**src/hdl/spca_pkg.sv**
```systemverilog
`default_nettype none
// ----------------------------------------------------------------------------
// SGM path cost aggregation package
// Shared types, configuration register indexes and constants.
// ----------------------------------------------------------------------------
package spca_pkg;

  localparam int unsigned CostW    = 8;
  localparam int unsigned SlotW    = 8;
  localparam int unsigned PenW     = 12;
  localparam int unsigned CfgIdxW  = 2;
  localparam int unsigned CfgDataW = 12;

  localparam logic [CfgIdxW-1:0] CfgSmallPenalty   = 2'd0;
  localparam logic [CfgIdxW-1:0] CfgLargePenalty   = 2'd1;
  localparam logic [CfgIdxW-1:0] CfgDisparityCount = 2'd2;

  localparam logic [7:0]      SmallPenaltyRst   = 8'd10;
  localparam logic [PenW-1:0] LargePenaltyRst   = 12'd150;
  localparam logic [7:0]      DisparityCountRst = 8'd64;

  localparam logic [CostW-1:0] CostMax = 8'hFF;

  typedef struct packed {
    logic [CostW-1:0] match_cost;
    logic [7:0]       gray_value;
    logic             path_start;
  } spca_in_t;

  typedef struct packed {
    logic [CostW-1:0] aggregated_cost;
    logic [6:0]       disparity_slot;
    logic             pixel_done;
  } spca_out_t;

  typedef struct packed {
    logic [7:0]      small_penalty;
    logic [PenW-1:0] large_penalty;
    logic [7:0]      disparity_count;
  } spca_cfg_t;

  // one classified request on its way from front to back
  typedef struct packed {
    logic [CostW-1:0] cost;
    logic             start;
    logic [SlotW-1:0] slot;
    logic             done;
    logic [PenW-1:0]  pen;
  } spca_job_t;

endpackage
`default_nettype wire

```
**src/hdl/spca_ram.sv**
```systemverilog
`default_nettype none
// ----------------------------------------------------------------------------
// Generic RAM
// One write port, one read port with registered read data.
// ----------------------------------------------------------------------------
module spca_ram #(
  parameter int unsigned Width = 8,
  parameter int unsigned Depth = 256,
  localparam int unsigned AddrW = $clog2(Depth)
) (
  input  wire logic             clk_i,
  input  wire logic             we_i,
  input  wire logic [AddrW-1:0] waddr_i,
  input  wire logic [Width-1:0] wdata_i,
  input  wire logic             re_i,
  input  wire logic [AddrW-1:0] raddr_i,
  output logic      [Width-1:0] rdata_o
);

  logic [Width-1:0] mem_q [Depth];

  always_ff @(posedge clk_i) begin
    if (we_i) begin
      mem_q[waddr_i] <= wdata_i;
    end
    if (re_i) begin
      rdata_o <= mem_q[raddr_i];
    end
  end

endmodule
`default_nettype wire

```
**src/hdl/spca_queue.sv**
```systemverilog
`default_nettype none
// ----------------------------------------------------------------------------
// SGM request queue
// Two-entry queue that decouples the classifying front from the back.
// ----------------------------------------------------------------------------
module spca_queue (
  input  wire logic                clk_i,
  input  wire logic                rst_ni,
  input  wire logic                push_i,
  input  spca_pkg::spca_job_t      data_i,
  output logic                     full_o,
  output logic                     valid_o,
  input  wire logic                pop_i,
  output spca_pkg::spca_job_t      data_o
);
  import spca_pkg::*;

  spca_job_t  mem_q [2];
  logic       wr_ptr_q, rd_ptr_q;
  logic [1:0] count_q;

  assign full_o  = (count_q == 2'd2);
  assign valid_o = (count_q != 2'd0);
  assign data_o  = mem_q[rd_ptr_q];

  always_ff @(posedge clk_i or negedge rst_ni) begin
    if (!rst_ni) begin
      wr_ptr_q <= 1'b0;
      rd_ptr_q <= 1'b0;
      count_q  <= 2'd0;
    end else begin
      if (push_i) begin
        wr_ptr_q <= ~wr_ptr_q;
      end
      if (pop_i) begin
        rd_ptr_q <= ~rd_ptr_q;
      end
      if (push_i && !pop_i) begin
        count_q <= count_q + 2'd1;
      end else if (pop_i && !push_i) begin
        count_q <= count_q - 2'd1;
      end
    end
  end

  always_ff @(posedge clk_i) begin
    if (push_i) begin
      mem_q[wr_ptr_q] <= data_i;
    end
  end

  a_no_overflow: assert property (@(posedge clk_i) disable iff (!rst_ni)
    push_i && !pop_i |-> count_q != 2'd2)
    else $error("queue push while full");

  a_no_underflow: assert property (@(posedge clk_i) disable iff (!rst_ni)
    pop_i |-> count_q != 2'd0)
    else $error("queue pop while empty");

endmodule
`default_nettype wire

```
**src/hdl/spca_front.sv**
```systemverilog
`default_nettype none
// ----------------------------------------------------------------------------
// SGM aggregation front
// Counts disparity slots, flags the last slot of a pixel and derives the
// pixel's jump penalty with a bit-serial divider on its first slot.
// ----------------------------------------------------------------------------
module spca_front #(
  parameter int unsigned MaxDisp = 128
) (
  input  wire logic           clk_i,
  input  wire logic           rst_ni,
  input  spca_pkg::spca_cfg_t cfg_i,
  input  wire logic           in_valid_i,
  output logic                in_stall_o,
  input  spca_pkg::spca_in_t  in_data_i,
  output logic                push_o,
  output spca_pkg::spca_job_t job_o,
  input  wire logic           full_i
);
  import spca_pkg::*;

  localparam int unsigned CW       = $clog2(MaxDisp);
  localparam int unsigned DivSteps = PenW;
  localparam int unsigned IterW    = $clog2(DivSteps);

  localparam logic [1:0] StIdle = 2'd0;
  localparam logic [1:0] StDiv  = 2'd1;
  localparam logic [1:0] StPush = 2'd2;

  logic [1:0]       state_q, state_d;
  logic [CW-1:0]    slot_q;
  logic [7:0]       last_gray_q;
  logic [PenW-1:0]  pen_q;
  logic [IterW-1:0] iter_q;
  spca_job_t        hold_q;
  logic [8:0]       divisor_q;
  logic [8:0]       rem_q;
  logic [PenW-1:0]  quo_q;

  logic            first, done, accept;
  logic [8:0]      cnt9, n9;
  logic [7:0]      diff;
  logic [9:0]      trial;
  logic            ge;
  logic [8:0]      rem_nx;
  logic [PenW-1:0] quo_nx, p1_ext, pen_nx;
  spca_job_t       job_now;

  always_comb begin
    first = (slot_q == '0);
    cnt9  = {1'b0, cfg_i.disparity_count};
    if (cnt9 == 9'd0) begin
      n9 = 9'd1;
    end else if (cnt9 > 9'(MaxDisp)) begin
      n9 = 9'(MaxDisp);
    end else begin
      n9 = cnt9;
    end
    done = ((9'(slot_q) + 9'd1) >= n9);
    diff = (in_data_i.gray_value > last_gray_q) ? in_data_i.gray_value - last_gray_q
                                                : last_gray_q - in_data_i.gray_value;

    in_stall_o = (state_q != StIdle) || (!first && full_i);
    accept     = in_valid_i && !in_stall_o;

    trial  = {rem_q, quo_q[PenW-1]};
    ge     = (trial >= {1'b0, divisor_q});
    rem_nx = ge ? 9'(trial - {1'b0, divisor_q}) : trial[8:0];
    quo_nx = {quo_q[PenW-2:0], ge};
    p1_ext = {{(PenW-8){1'b0}}, cfg_i.small_penalty};
    pen_nx = (quo_nx > p1_ext) ? quo_nx : p1_ext;

    job_now.cost  = in_data_i.match_cost;
    job_now.start = in_data_i.path_start;
    job_now.slot  = SlotW'(slot_q);
    job_now.done  = done;
    job_now.pen   = pen_q;

    push_o = ((state_q == StIdle) && accept && !first) || ((state_q == StPush) && !full_i);
    job_o  = (state_q == StPush) ? hold_q : job_now;
    job_o.pen = pen_q;

    state_d = state_q;
    case (state_q)
      StIdle: begin
        if (accept && first) begin
          state_d = StDiv;
        end
      end
      StDiv: begin
        if (iter_q == IterW'(DivSteps - 1)) begin
          state_d = StPush;
        end
      end
      StPush: begin
        if (!full_i) begin
          state_d = StIdle;
        end
      end
      default: state_d = StIdle;
    endcase
  end

  always_ff @(posedge clk_i or negedge rst_ni) begin
    if (!rst_ni) begin
      state_q     <= StIdle;
      slot_q      <= '0;
      last_gray_q <= 8'd0;
      pen_q       <= '0;
      iter_q      <= '0;
    end else begin
      state_q <= state_d;
      if (accept) begin
        slot_q <= done ? '0 : CW'(slot_q + 1'b1);
        if (done) begin
          last_gray_q <= in_data_i.gray_value;
        end
      end
      if (state_q == StDiv) begin
        iter_q <= IterW'(iter_q + 1'b1);
        if (iter_q == IterW'(DivSteps - 1)) begin
          pen_q <= pen_nx;
        end
      end else begin
        iter_q <= '0;
      end
    end
  end

  always_ff @(posedge clk_i) begin
    if (accept && first) begin
      hold_q    <= job_now;
      divisor_q <= {1'b0, diff} + 9'd1;
      rem_q     <= 9'd0;
      quo_q     <= cfg_i.large_penalty;
    end else if (state_q == StDiv) begin
      rem_q <= rem_nx;
      quo_q <= quo_nx;
    end
  end

  a_div_count: assert property (@(posedge clk_i) disable iff (!rst_ni)
    state_q == StDiv |-> iter_q <= IterW'(DivSteps - 1))
    else $error("divider ran past its last step");

endmodule
`default_nettype wire

```
**src/hdl/spca_back.sv**
```systemverilog
`default_nettype none
// ----------------------------------------------------------------------------
// SGM aggregation back
// Applies the path recurrence, one request per cycle unless stalled, over a
// previous-row sliding window, writes the new row and registers the result.
// ----------------------------------------------------------------------------
module spca_back #(
  parameter int unsigned MaxDisp = 128
) (
  input  wire logic           clk_i,
  input  wire logic           rst_ni,
  input  spca_pkg::spca_cfg_t cfg_i,
  input  wire logic           q_valid_i,
  input  spca_pkg::spca_job_t job_i,
  output logic                pop_o,
  output logic                out_valid_o,
  input  wire logic           out_stall_i,
  output spca_pkg::spca_out_t out_data_o
);
  import spca_pkg::*;

  localparam int unsigned CW       = $clog2(MaxDisp);
  localparam int unsigned RamDepth = 2 * (2 ** CW);

  logic             bank_q;
  logic [CostW-1:0] prev_min_q, run_min_q;
  logic [CostW-1:0] lo_q, mid_q;
  logic [CostW-1:0] head0_q [2];
  logic [CostW-1:0] head1_q [2];
  logic             out_valid_q;
  spca_out_t        out_q;

  logic [CW-1:0]    d;
  logic             first, rd_bank;
  logic [CostW-1:0] rdata, lo, mid, hi, hi_raw, agg, new_run;
  logic [8:0]       lo_p, hi_p;
  logic [12:0]      jump, best;

  always_comb begin
    d       = job_i.slot[CW-1:0];
    first   = (d == '0);
    rd_bank = ~bank_q;
    mid     = first ? head0_q[rd_bank] : mid_q;
    hi_raw  = first ? head1_q[rd_bank] : rdata;
    hi      = job_i.done ? CostMax : hi_raw;
    lo      = first ? CostMax : lo_q;

    lo_p = {1'b0, lo} + {1'b0, cfg_i.small_penalty};
    hi_p = {1'b0, hi} + {1'b0, cfg_i.small_penalty};
    jump = {5'b0, prev_min_q} + {1'b0, job_i.pen};

    best = {5'b0, mid};
    if ({4'b0, lo_p} < best) begin
      best = {4'b0, lo_p};
    end
    if ({4'b0, hi_p} < best) begin
      best = {4'b0, hi_p};
    end
    if (jump < best) begin
      best = jump;
    end

    agg     = job_i.start ? job_i.cost : job_i.cost + best[CostW-1:0] - prev_min_q;
    new_run = (agg < run_min_q) ? agg : run_min_q;
    pop_o   = q_valid_i && (!out_valid_q || !out_stall_i);
  end

  spca_ram #(
    .Width(CostW),
    .Depth(RamDepth)
  ) u_rows (
    .clk_i  (clk_i),
    .we_i   (pop_o),
    .waddr_i({bank_q, d}),
    .wdata_i(agg),
    .re_i   (pop_o),
    .raddr_i({rd_bank, CW'(d + CW'(2))}),
    .rdata_o(rdata)
  );

  always_ff @(posedge clk_i or negedge rst_ni) begin
    if (!rst_ni) begin
      bank_q      <= 1'b0;
      prev_min_q  <= CostMax;
      run_min_q   <= CostMax;
      out_valid_q <= 1'b0;
    end else begin
      if (pop_o) begin
        out_valid_q <= 1'b1;
        if (job_i.done) begin
          bank_q     <= ~bank_q;
          prev_min_q <= new_run;
          run_min_q  <= CostMax;
        end else begin
          run_min_q <= new_run;
        end
      end else if (!out_stall_i) begin
        out_valid_q <= 1'b0;
      end
    end
  end

  always_ff @(posedge clk_i) begin
    if (pop_o) begin
      lo_q                  <= mid;
      mid_q                 <= hi_raw;
      out_q.aggregated_cost <= agg;
      out_q.disparity_slot  <= job_i.slot[6:0];
      out_q.pixel_done      <= job_i.done;
      if (d == '0) begin
        head0_q[bank_q] <= agg;
      end
      if (d == CW'(1)) begin
        head1_q[bank_q] <= agg;
      end
    end
  end

  assign out_valid_o = out_valid_q;
  assign out_data_o  = out_q;

  a_bank_swap: assert property (@(posedge clk_i) disable iff (!rst_ni)
    pop_o && job_i.done |=> bank_q != $past(bank_q))
    else $error("banks did not swap at end of pixel");

  a_min_restart: assert property (@(posedge clk_i) disable iff (!rst_ni)
    pop_o && job_i.done |=> run_min_q == CostMax && prev_min_q == $past(new_run))
    else $error("row minimum not handed over at end of pixel");

endmodule
`default_nettype wire

```
**src/hdl/sgm_path_cost_aggregation.sv**
```systemverilog
`default_nettype none
// ----------------------------------------------------------------------------
// SGM path cost aggregation
// Semi-global matching recurrence along one path, one disparity per request.
// ----------------------------------------------------------------------------
// Requests of a pixel arrive slot 0 upward; the block counts slots itself and
// returns one result per request. The first slot of every pixel waits in the
// front for the bit-serial divider that forms the jump penalty; the remaining
// slots then pass at one per cycle through the back, which reads one
// previous-row entry per cycle from the row RAM, while the queue is not full
// and the result side does not stall. An accepted request is stored in the
// queue and its result is registered in the back when the back pops it; slot 0
// first waits for the divider. The row RAM needs no clearing after reset.
// ----------------------------------------------------------------------------
module sgm_path_cost_aggregation #(
  parameter int unsigned MaxDisparities = 128
) (
  input  wire logic                               clk_i,
  input  wire logic                               rst_ni,
  input  wire logic                               cfg_we_i,
  input  wire logic [spca_pkg::CfgIdxW-1:0]       cfg_index_i,
  input  wire logic [spca_pkg::CfgDataW-1:0]      cfg_wdata_i,
  input  wire logic                               in_valid_i,
  output logic                                    in_stall_o,
  input  spca_pkg::spca_in_t                      in_data_i,
  output logic                                    out_valid_o,
  input  wire logic                               out_stall_i,
  output spca_pkg::spca_out_t                     out_data_o
);
  import spca_pkg::*;

  spca_cfg_t cfg_q;
  logic      push, full, q_valid, pop;
  spca_job_t push_job, pop_job;

  always_ff @(posedge clk_i or negedge rst_ni) begin
    if (!rst_ni) begin
      cfg_q.small_penalty   <= SmallPenaltyRst;
      cfg_q.large_penalty   <= LargePenaltyRst;
      cfg_q.disparity_count <= DisparityCountRst;
    end else if (cfg_we_i) begin
      case (cfg_index_i)
        CfgSmallPenalty:   cfg_q.small_penalty   <= cfg_wdata_i[7:0];
        CfgLargePenalty:   cfg_q.large_penalty   <= cfg_wdata_i[PenW-1:0];
        CfgDisparityCount: cfg_q.disparity_count <= cfg_wdata_i[7:0];
        default: ;
      endcase
    end
  end

  spca_front #(
    .MaxDisp(MaxDisparities)
  ) u_front (
    .clk_i     (clk_i),
    .rst_ni    (rst_ni),
    .cfg_i     (cfg_q),
    .in_valid_i(in_valid_i),
    .in_stall_o(in_stall_o),
    .in_data_i (in_data_i),
    .push_o    (push),
    .job_o     (push_job),
    .full_i    (full)
  );

  spca_queue u_queue (
    .clk_i  (clk_i),
    .rst_ni (rst_ni),
    .push_i (push),
    .data_i (push_job),
    .full_o (full),
    .valid_o(q_valid),
    .pop_i  (pop),
    .data_o (pop_job)
  );

  spca_back #(
    .MaxDisp(MaxDisparities)
  ) u_back (
    .clk_i      (clk_i),
    .rst_ni     (rst_ni),
    .cfg_i      (cfg_q),
    .q_valid_i  (q_valid),
    .job_i      (pop_job),
    .pop_o      (pop),
    .out_valid_o(out_valid_o),
    .out_stall_i(out_stall_i),
    .out_data_o (out_data_o)
  );

endmodule
`default_nettype wire

```
**config.mk**
```make
export PLATFORM = sky130hd
export DESIGN_NAME = sgm_path_cost_aggregation
export DESIGN_NICKNAME = d
export VERILOG_FILES = /design/src/hdl/spca_pkg.sv /design/src/hdl/spca_ram.sv /design/src/hdl/spca_queue.sv /design/src/hdl/spca_front.sv /design/src/hdl/spca_back.sv /design/src/hdl/sgm_path_cost_aggregation.sv
export SDC_FILE = /design/constraint.sdc
export NUM_CORES = 2
export LEC_CHECK = 0
export ABC_CLOCK_PERIOD_IN_PS = 23800
export BUFFER_PORTS_ARGS = -buffer_cell sky130_fd_sc_hd__buf_2
export CORE_MARGIN = 10
export CORE_UTILIZATION = 45
export CTS_BUF_LIST = sky130_fd_sc_hd__clkbuf_4 sky130_fd_sc_hd__clkbuf_8 sky130_fd_sc_hd__clkbuf_16
export DETAILED_ROUTE_END_ITERATION = 10
export PLACE_DENSITY = 0.7
export SYNTH_ARGS = -nofsm -noshare
export SYNTH_HDL_FRONTEND = slang
export SYNTH_SLANG_ARGS = --single-unit
```
**constraint.sdc**
```tcl
create_clock -name clk_i -period 23.8 [get_ports clk_i]
set_input_delay 4.76 -clock clk_i [delete_from_list [all_inputs] [get_ports clk_i]]
set_output_delay 4.76 -clock clk_i [all_outputs]
set_load 0.01 [all_outputs]
```
# After elaboration in Yosys (flattened, before gate mapping)
# Memories as Yosys holds them, arrays and structs flattened. A register that Yosys moved wholly into a read port is not among the register bits.
# Cells that the tools add are included.
[op_classes]
reduce_logical = 35
addsub = 15
n_lt_le_gt_ge = 9
bitwise_logic = 3
eq_ne = 11
n_mux = 38
[ops]
columns = ["cell", "count"]
rows = [
  ["2-to-1 mux 8 bit", 11],
  ["2-to-1 mux 12 bit", 3],
  ["2-to-1 mux 30 bit", 1],
  ["2-to-1 mux 9 bit", 3],
  ["subtractor 8 bit", 3],
  ["adder 8 x 8 -> 9 bit", 2],
  ["zero test 7 bit", 2],
  ["adder 8 x 12 -> 13 bit", 1],
  ["less-than comparator 13 x 9 -> 1 bit", 1],
  ["greater-than comparator 12 x 8 -> 1 bit", 1],
  ["2-to-1 mux 1 bit", 12],
  ["AND reduction 2 bit", 6],
  [">= comparator 10 x 9 -> 1 bit", 1],
  ["2-to-1 mux 2 bit", 5],
  ["adder 8 x 1 -> 9 bit, second input constant", 1],
  [">= comparator 9 x 8 -> 1 bit", 1],
  ["logical AND 1 bit", 9],
  ["less-than comparator 9 x 8 -> 1 bit", 1],
  ["less-than comparator 9 bit", 1],
  ["subtractor 9 bit", 1],
  ["adder 7 x 1 -> 8 bit, second input constant", 1],
  ["adder 8 bit", 1],
  ["greater-than comparator 8 bit", 1],
  ["greater-than comparator 8 bit, second input constant", 1],
  ["22 further kinds", 41],
]
[totals]
word_cells = 143
n_memories = 4
reg_bits = 174
in_bits = 36
mem_bits_rw = 2140
out_inout_bits = 18
[memory_table]
columns = ["memory", "depth", "width", "rd", "rd_clocked_by_memory_dff", "wr", "line_no", "text"]
rows = [
  ["u_back.u_rows.mem_q", 256, 8, 1, 1, 1, "spca_ram.sv:20", "logic [Width-1:0] mem_q [Depth];"],
  ["u_queue.mem_q", 2, 30, 1, 0, 1, "spca_queue.sv:18", "spca_job_t mem_q [2];"],
  ["u_back.head0_q", 2, 8, 1, 0, 1, "spca_back.sv:28", "logic [CostW-1:0] head0_q [2];"],
  ["u_back.head1_q", 2, 8, 1, 0, 1, "spca_back.sv:29", "logic [CostW-1:0] head1_q [2];"],
]

# Logic depth before layout (Yosys ltp)
# An unclocked memory read counts as a cell.
[logic_depth]
ltp_word = 16
ltp_mapped = 63
mapped_depth_nobuf = 56

# Hierarchy
# Synthesis repeated with hierarchy kept, for this count alone.
[hier_totals]
cells_unflattened = 4982
area_unflattened_um2 = 94159.1
[modules_own_cells]
columns = ["mod", "cells_per_inst", "n_inst", "area_per_inst_um2", "seq_area_each_um2"]
rows = [
  ["spca_ram", 3733, 1, 79636.4, 61739.2],
  ["spca_back", 567, 1, 5926.9, 2392.3],
  ["spca_front", 513, 1, 5163.7, 2147.1],
  ["spca_queue", 109, 1, 2362.3, 1901.8],
  ["sgm_path_cost_aggregation", 60, 1, 1069.8, 709.4],
]

# Worst setup path after synthesis
# OpenSTA, ideal clock, no wires.
[synth_timing]
path_type = "reg-to-reg"
startpoint = "mem u_queue.mem_q[0][18] (netlist bit)"
endpoint = "reg u_back.prev_min_q[6]"
synth_period_minus_slack_ns = 20.394
n_path_buf = 6
setup_slack_ns = 3.406
stages_incl_launch_ff = 58
required_ns = 23.688
setup_time_ns = 0.112
t_arrival_ns = 20.282
path_cell_list = "edfxtp_1 -> or4_1 -> a222oi_1 -> buf_2 -> buf_1 -> clkbuf_1 -> or2_2 -> ha_1 -> inv_1 -> fa_1 -> inv_1 -> a21o_1 -> a41oi_1 -> xnor2_1 -> ha_1 -> a21oi_1 -> nor2b_1 -> a2111oi_0 -> [... 22 more ...] -> buf_2 -> mux2_2 -> fa_1 -> inv_1 -> fa_1 -> nor2_1 -> a21oi_1 -> ha_1 -> o21a_1 -> o21a_1 -> o21a_1 -> o21a_1 -> o21a_1 -> o211ai_1 -> nand2_1 -> clkbuf_1 -> mux2i_1 -> o21ai_0"
[synth_between]
elab_chain_len = 15
word_cells_on_any_way = 19
cone_classes = "4 x add/sub; 4 x order compare; 9 x mux; 1 x reduce/logical; 1 x memory"
[synth_lines]
columns = ["item", "line_no", "text"]
rows = [
  ["start, declared", "spca_queue.sv:18", ""],
  ["memory read (2 x 30 bit) (*)", "-", ""],
  ["zero test 7 bit (*)", "spca_back.sv:41", "first = (d == '0);"],
  ["2-to-1 mux 8 bit", "spca_back.sv:46", "lo = first ? CostMax : lo_q;"],
  ["adder 8 x 8 -> 9 bit", "spca_back.sv:48", "lo_p = {1'b0, lo} + {1'b0, cfg_i.small_penalty};"],
  ["less-than comparator 9 x 8 -> 1 bit", "spca_back.sv:53", "if ({4'b0, lo_p} < best) begin"],
  ["2-to-1 mux 9 bit", "spca_back.sv:53", ""],
  ["less-than comparator 9 bit", "spca_back.sv:56", "if ({4'b0, hi_p} < best) begin"],
  ["2-to-1 mux 9 bit (*)", "spca_back.sv:56", ""],
  ["less-than comparator 13 x 9 -> 1 bit", "spca_back.sv:59", "if (jump < best) begin"],
  ["2-to-1 mux 8 bit (*)", "spca_back.sv:59", ""],
  ["adder 8 bit (*)", "spca_back.sv:63", "agg = job_i.start ? job_i.cost : job_i.cost + best[CostW-1:0] - prev_min_q;"],
  ["subtractor 8 bit (*)", "spca_back.sv:63", ""],
  ["2-to-1 mux 8 bit (*)", "spca_back.sv:63", ""],
  ["named net u_back.agg[1]", "spca_back.sv:35", "logic [CostW-1:0] rdata, lo, mid, hi, hi_raw, agg, new_run;"],
  ["less-than comparator 8 bit (*)", "spca_back.sv:64", "new_run = (agg < run_min_q) ? agg : run_min_q;"],
  ["2-to-1 mux 8 bit (*)", "spca_back.sv:64", ""],
  ["end signal, assigned", "spca_back.sv:84", "prev_min_q <= CostMax;"],
  ["end signal, assigned", "spca_back.sv:92", "prev_min_q <= new_run;"],
  ["end, declared", "spca_back.sv:26", "logic [CostW-1:0] prev_min_q, run_min_q;"],
]
# The timed path passes the listed nets; every way through them passes the cells marked *.
# A chain may end at the register's enable or synchronous reset.

# Worst setup path after layout
[layout_timing]
startpoint = "reg u_queue.rd_ptr_q"
endpoint = "reg u_back.run_min_q[0]"
[layout_between]
elab_chain_len = 16
word_cells_on_any_way = 21
cone_classes = "5 x add/sub; 4 x order compare; 10 x mux; 1 x reduce/logical; 1 x memory"
[layout_lines]
columns = ["item", "line_no", "text"]
rows = [
  ["start, declared", "spca_queue.sv:19", "logic wr_ptr_q, rd_ptr_q;"],
  ["start signal, assigned", "spca_queue.sv:36", "rd_ptr_q <= ~rd_ptr_q;"],
  ["memory read (2 x 30 bit) (*)", "-", ""],
  ["zero test 7 bit", "spca_back.sv:41", ""],
  ["2-to-1 mux 8 bit", "spca_back.sv:46", ""],
  ["adder 8 x 8 -> 9 bit", "spca_back.sv:48", ""],
  ["less-than comparator 9 x 8 -> 1 bit", "spca_back.sv:53", ""],
  ["2-to-1 mux 9 bit", "spca_back.sv:53", ""],
  ["less-than comparator 9 bit", "spca_back.sv:56", ""],
  ["2-to-1 mux 9 bit", "spca_back.sv:56", ""],
  ["less-than comparator 13 x 9 -> 1 bit", "spca_back.sv:59", ""],
  ["2-to-1 mux 8 bit", "spca_back.sv:59", ""],
  ["adder 8 bit", "spca_back.sv:63", ""],
  ["subtractor 8 bit", "spca_back.sv:63", ""],
  ["2-to-1 mux 8 bit (*)", "spca_back.sv:63", ""],
  ["named net u_back.agg[7]", "spca_back.sv:35", ""],
  ["less-than comparator 8 bit (*)", "spca_back.sv:64", ""],
  ["2-to-1 mux 8 bit (*)", "spca_back.sv:64", ""],
  ["2-to-1 mux 8 bit (*)", "spca_back.sv:90", "if (job_i.done) begin"],
  ["end signal, assigned", "spca_back.sv:85", "run_min_q <= CostMax;"],
  ["end signal, assigned", "spca_back.sv:93", "run_min_q <= CostMax;"],
  ["end signal, assigned", "spca_back.sv:95", "run_min_q <= new_run;"],
  ["end, declared", "spca_back.sv:26", ""],
]
# Marked as above.

==> results.json <==
{
  "status": "finished clean",
  "relSlewSlack": 0.0892,
  "stdcell_area_sq_mm": 0.107,
  "synth_nets": 7282,
  "worstSetupStartpointType": "flop",
  "syn_inst": 7124,
  "io_buffer_count": 53,
  "hold_viol": 0,
  "ys_top_cells_by_count": "2,216 x edfxtp_1, 1,684 x nand2_1, 424 x nand3_1, 402 x clkbuf_1, 341 x nor2_1",
  "synth-edff-count": 2216,
  "synth_top_cell_area_share": 0.690,
  "multiInputGateArea_sq_mm": 0.0257,
  "num_vias": 59135,
  "drt_iter0_markers": 7578,
  "path_common_cell": "a21oi_1",
  "setup_viol_count_final": 0,
  "final_cells": 10040,
  "drv_cap": 0,
  "drive_gt1_frac": 0.0984,
  "routed_wl_microns": 240000,
  "syn_area_per_cell_sq_um": 13.5,
  "min_from": "u_front.iter_q[0]",
  "cpMaxStageDelayCell": "dfrtp_2",
  "initial_core_util": 0.453,
  "clkSinkCount": 2308,
  "cts_resized": 0,
  "worst_pin_slew_ns": 1.33,
  "viasPerCell": 5.89,
  "clkSlewWorstSetupHoldPaths_ns": 0.06,
  "core-area_sq_mm": 0.213,
  "post-route-period-util": 0.645,
  "drc": 0,
  "ctsRootBufferMaster": "clkbuf_16",
  "ff_latch_area_sq_mm": 0.0688,
  "ant_nets": 0,
  "die_area_sq_mm": 0.233,
  "htree_levels": 4,
  "post_cts_buffers": 0,
  "drv_slew": 0,
  "dp_cells": 9621,
  "ys_seq_elements": 2308,
  "synthFlopType": "edfxtp_1",
  "worstSetupEndpointType": "flop",
  "grt_pass1_vias": 56551,
  "antenna_found_initial": 9,
  "hpwl_microns": 137000,
  "die_w_microns": 483,
  "worst_r2r_startpoint": "u_queue.rd_ptr_q",
  "dr.pass1.iters": 6,
  "groute.usage.overall": 0.200,
  "worstPathArrival_ns": 16.15,
  "hold_buffers": 0,
  "layout_min_cycle_time_ns": 15.35,
  "cp_slowest_stage_delay_ns": 1.03,
  "cts_tree": "yes",
  "grt_max_degree": 249,
  "yosysUniqueCellTypes": 74,
  "crit_fanout": 165,
  "ios": 54,
  "grt_pass1_wl_microns": 360000,
  "skew_ns": 0.0632,
  "clock.fmax_mhz": 65.1,
  "cts_max_path_buffers": 3,
  "area_growth_pct": 10.9,
  "post_dp_cell_area_sq_mm": 0.0995,
  "crit_type": "reg -> reg",
  "fp.dieH_microns": 483,
  "ys_seq_area_frac": 0.714,
  "synth.most_common_cell": "edfxtp_1",
  "syn-cell-area_sq_mm": 0.0964,
  "n_fill_cell": 17588,
  "layout.nets": 7185,
  "synthArstFlopShare": 0.0360,
  "synthTopCellsByArea": "edfxtp_1 69%, nand2_1 6.6%, mux2i_1 3.3%, a311oi_1 2.9%, nand3_1 2.2%",
  "insertion_delay_ns": 0.91,
  "wl_per_cell_microns": 23.9,
  "min_path_type": "reg -> reg",
  "grt_setup_unrepaired": "no",
  "grt-ovfl-total": 0,
  "cts_made_buffers": 225,
  "rows": 169,
  "critPathRequiredTime_ns": 24.59,
  "synth_largest_area_cell": "edfxtp_1",
  "cp-startpoint": "u_queue.rd_ptr_q",
  "ys_warn_count": 0,
  "setup_tns_ns": 0,
  "place.gp.congestion": 0.837
}
## final cells by class
type | count | area share
tap | 2821 | 0.0330
antenna | 2 | 0.0000468
clock inverter | 145 | 0.0129
inverter | 110 | 0.00408
clock buffer | 272 | 0.0563
sequential | 2308 | 0.644
multi-input combinational | 4246 | 0.240
timing repair buffer | 136 | 0.00985
## state kept, by name, indices dropped and copies added, names as in the netlist, 2 cells and up
| signal | flops |
|---|---|
| u_back.out_data_o | 16 |
| u_front.hold_q | 17 |
| u_front.iter_q | 4 |
| u_back.u_rows.rdata_o | 8 |
| u_back.prev_min_q | 8 |
| u_front.pen_q | 12 |
| u_back.run_min_q | 8 |
| u_back.head0_q | 16 |
| u_front.last_gray_q | 8 |
| u_front.slot_q | 7 |
| cfg_q | 28 |
| u_queue.mem_q | 58 |
| u_front.quo_q | 12 |
| u_back.head1_q | 16 |
| u_back.mid_q | 8 |
| u_back.lo_q | 8 |
| u_queue.count_q | 2 |
| u_front.divisor_q | 9 |
| u_front.state_q | 2 |
| u_back.u_rows.mem_q | 2048 |
| u_front.rem_q | 9 |
## path summary, 6_finish.rpt
kind	end	cells after the start	slack, ns
hold reg to reg	u_front.iter_q[0]	1	0.47
setup reg to reg	u_back.run_min_q[0]	56	8.45
min in group asynchronous	u_queue.rd_ptr_q	1	3.79
setup / recovery	u_back.run_min_q[0]	56	8.45
hold / removal	u_front.iter_q[0]	1	0.47
max in group asynchronous	u_front.last_gray_q[0]	2	18.87
## metal layers
metal | share of wire | track usage | wire [microns] | vias up
met5 | 0.00025 | 0 | 61 | -
met4 | 0.035 | 0.0700 | 8330 | 6
met3 | 0.091 | 0.0376 | 21900 | 430
met2 | 0.47 | 0.315 | 112000 | 2876
met1 | 0.41 | 0.281 | 97800 | 29482
li1 | - | - | - | 26341
## placed cells by master, fill, tap and decap left out, drive strengths merged, types with 39 or more instances in the layout
master and n:
buf 136, nand3 424, mux2 59, and3 197
inv 111, clkbuf 272, nand2 1685, xnor2 39
edfxtp 2216, mux2i 317, a31oi 65, clkinv 114
a311oi 321, o21ai 72, a21oi 208, nor2 341
a211oi 103, dfrtp 60, mux4 72, ha 109
## worst max-delay path, delay by kind of cell, from the launching register on
kind | cells | cell delay (ns)
adders and majority gates | 8 | 2.66
DFF | 1 | 1.03
muxes | 3 | 0.78
AOI/OAI and AO/OA | 27 | 6.43
buffers and inverters | 6 | 1.11
and+or+nand+nor | 10 | 2.75
xor gates and xnor gates | 2 | 0.44
## stage by stage
stage                util  hold slack (ns)  setup slack (ns)
finish              0.503            0.467              8.45
global route        0.503            0.504              7.06
CTS                 0.503            0.469              8.40
detailed placement  0.468            0.459              8.47
global placement    0.468            0.454              8.46
floorplan               -            0.423              3.41
## cells by family (layout without fill, tap and decap cells)
group | count (synthesis) | count (layout) | share of synthesized area
AO/OA/AOI/OAI | 855 | 855 | 0.0634
XOR/XNOR | 62 | 62 | 0.00563
adder cells (fa/ha/maj) | 122 | 122 | 0.0168
buffers and inverters | 570 | 663 | 0.0223
flip-flops | 2308 | 2308 | 0.714
multiplexers | 448 | 448 | 0.0566
other | 1 | 3 | 0.0000389
AND/OR/NAND/NOR | 2758 | 2758 | 0.121
Power is not shown: default switching activity piles up to over one toggle a cycle in this logic, so the estimate is an artifact.
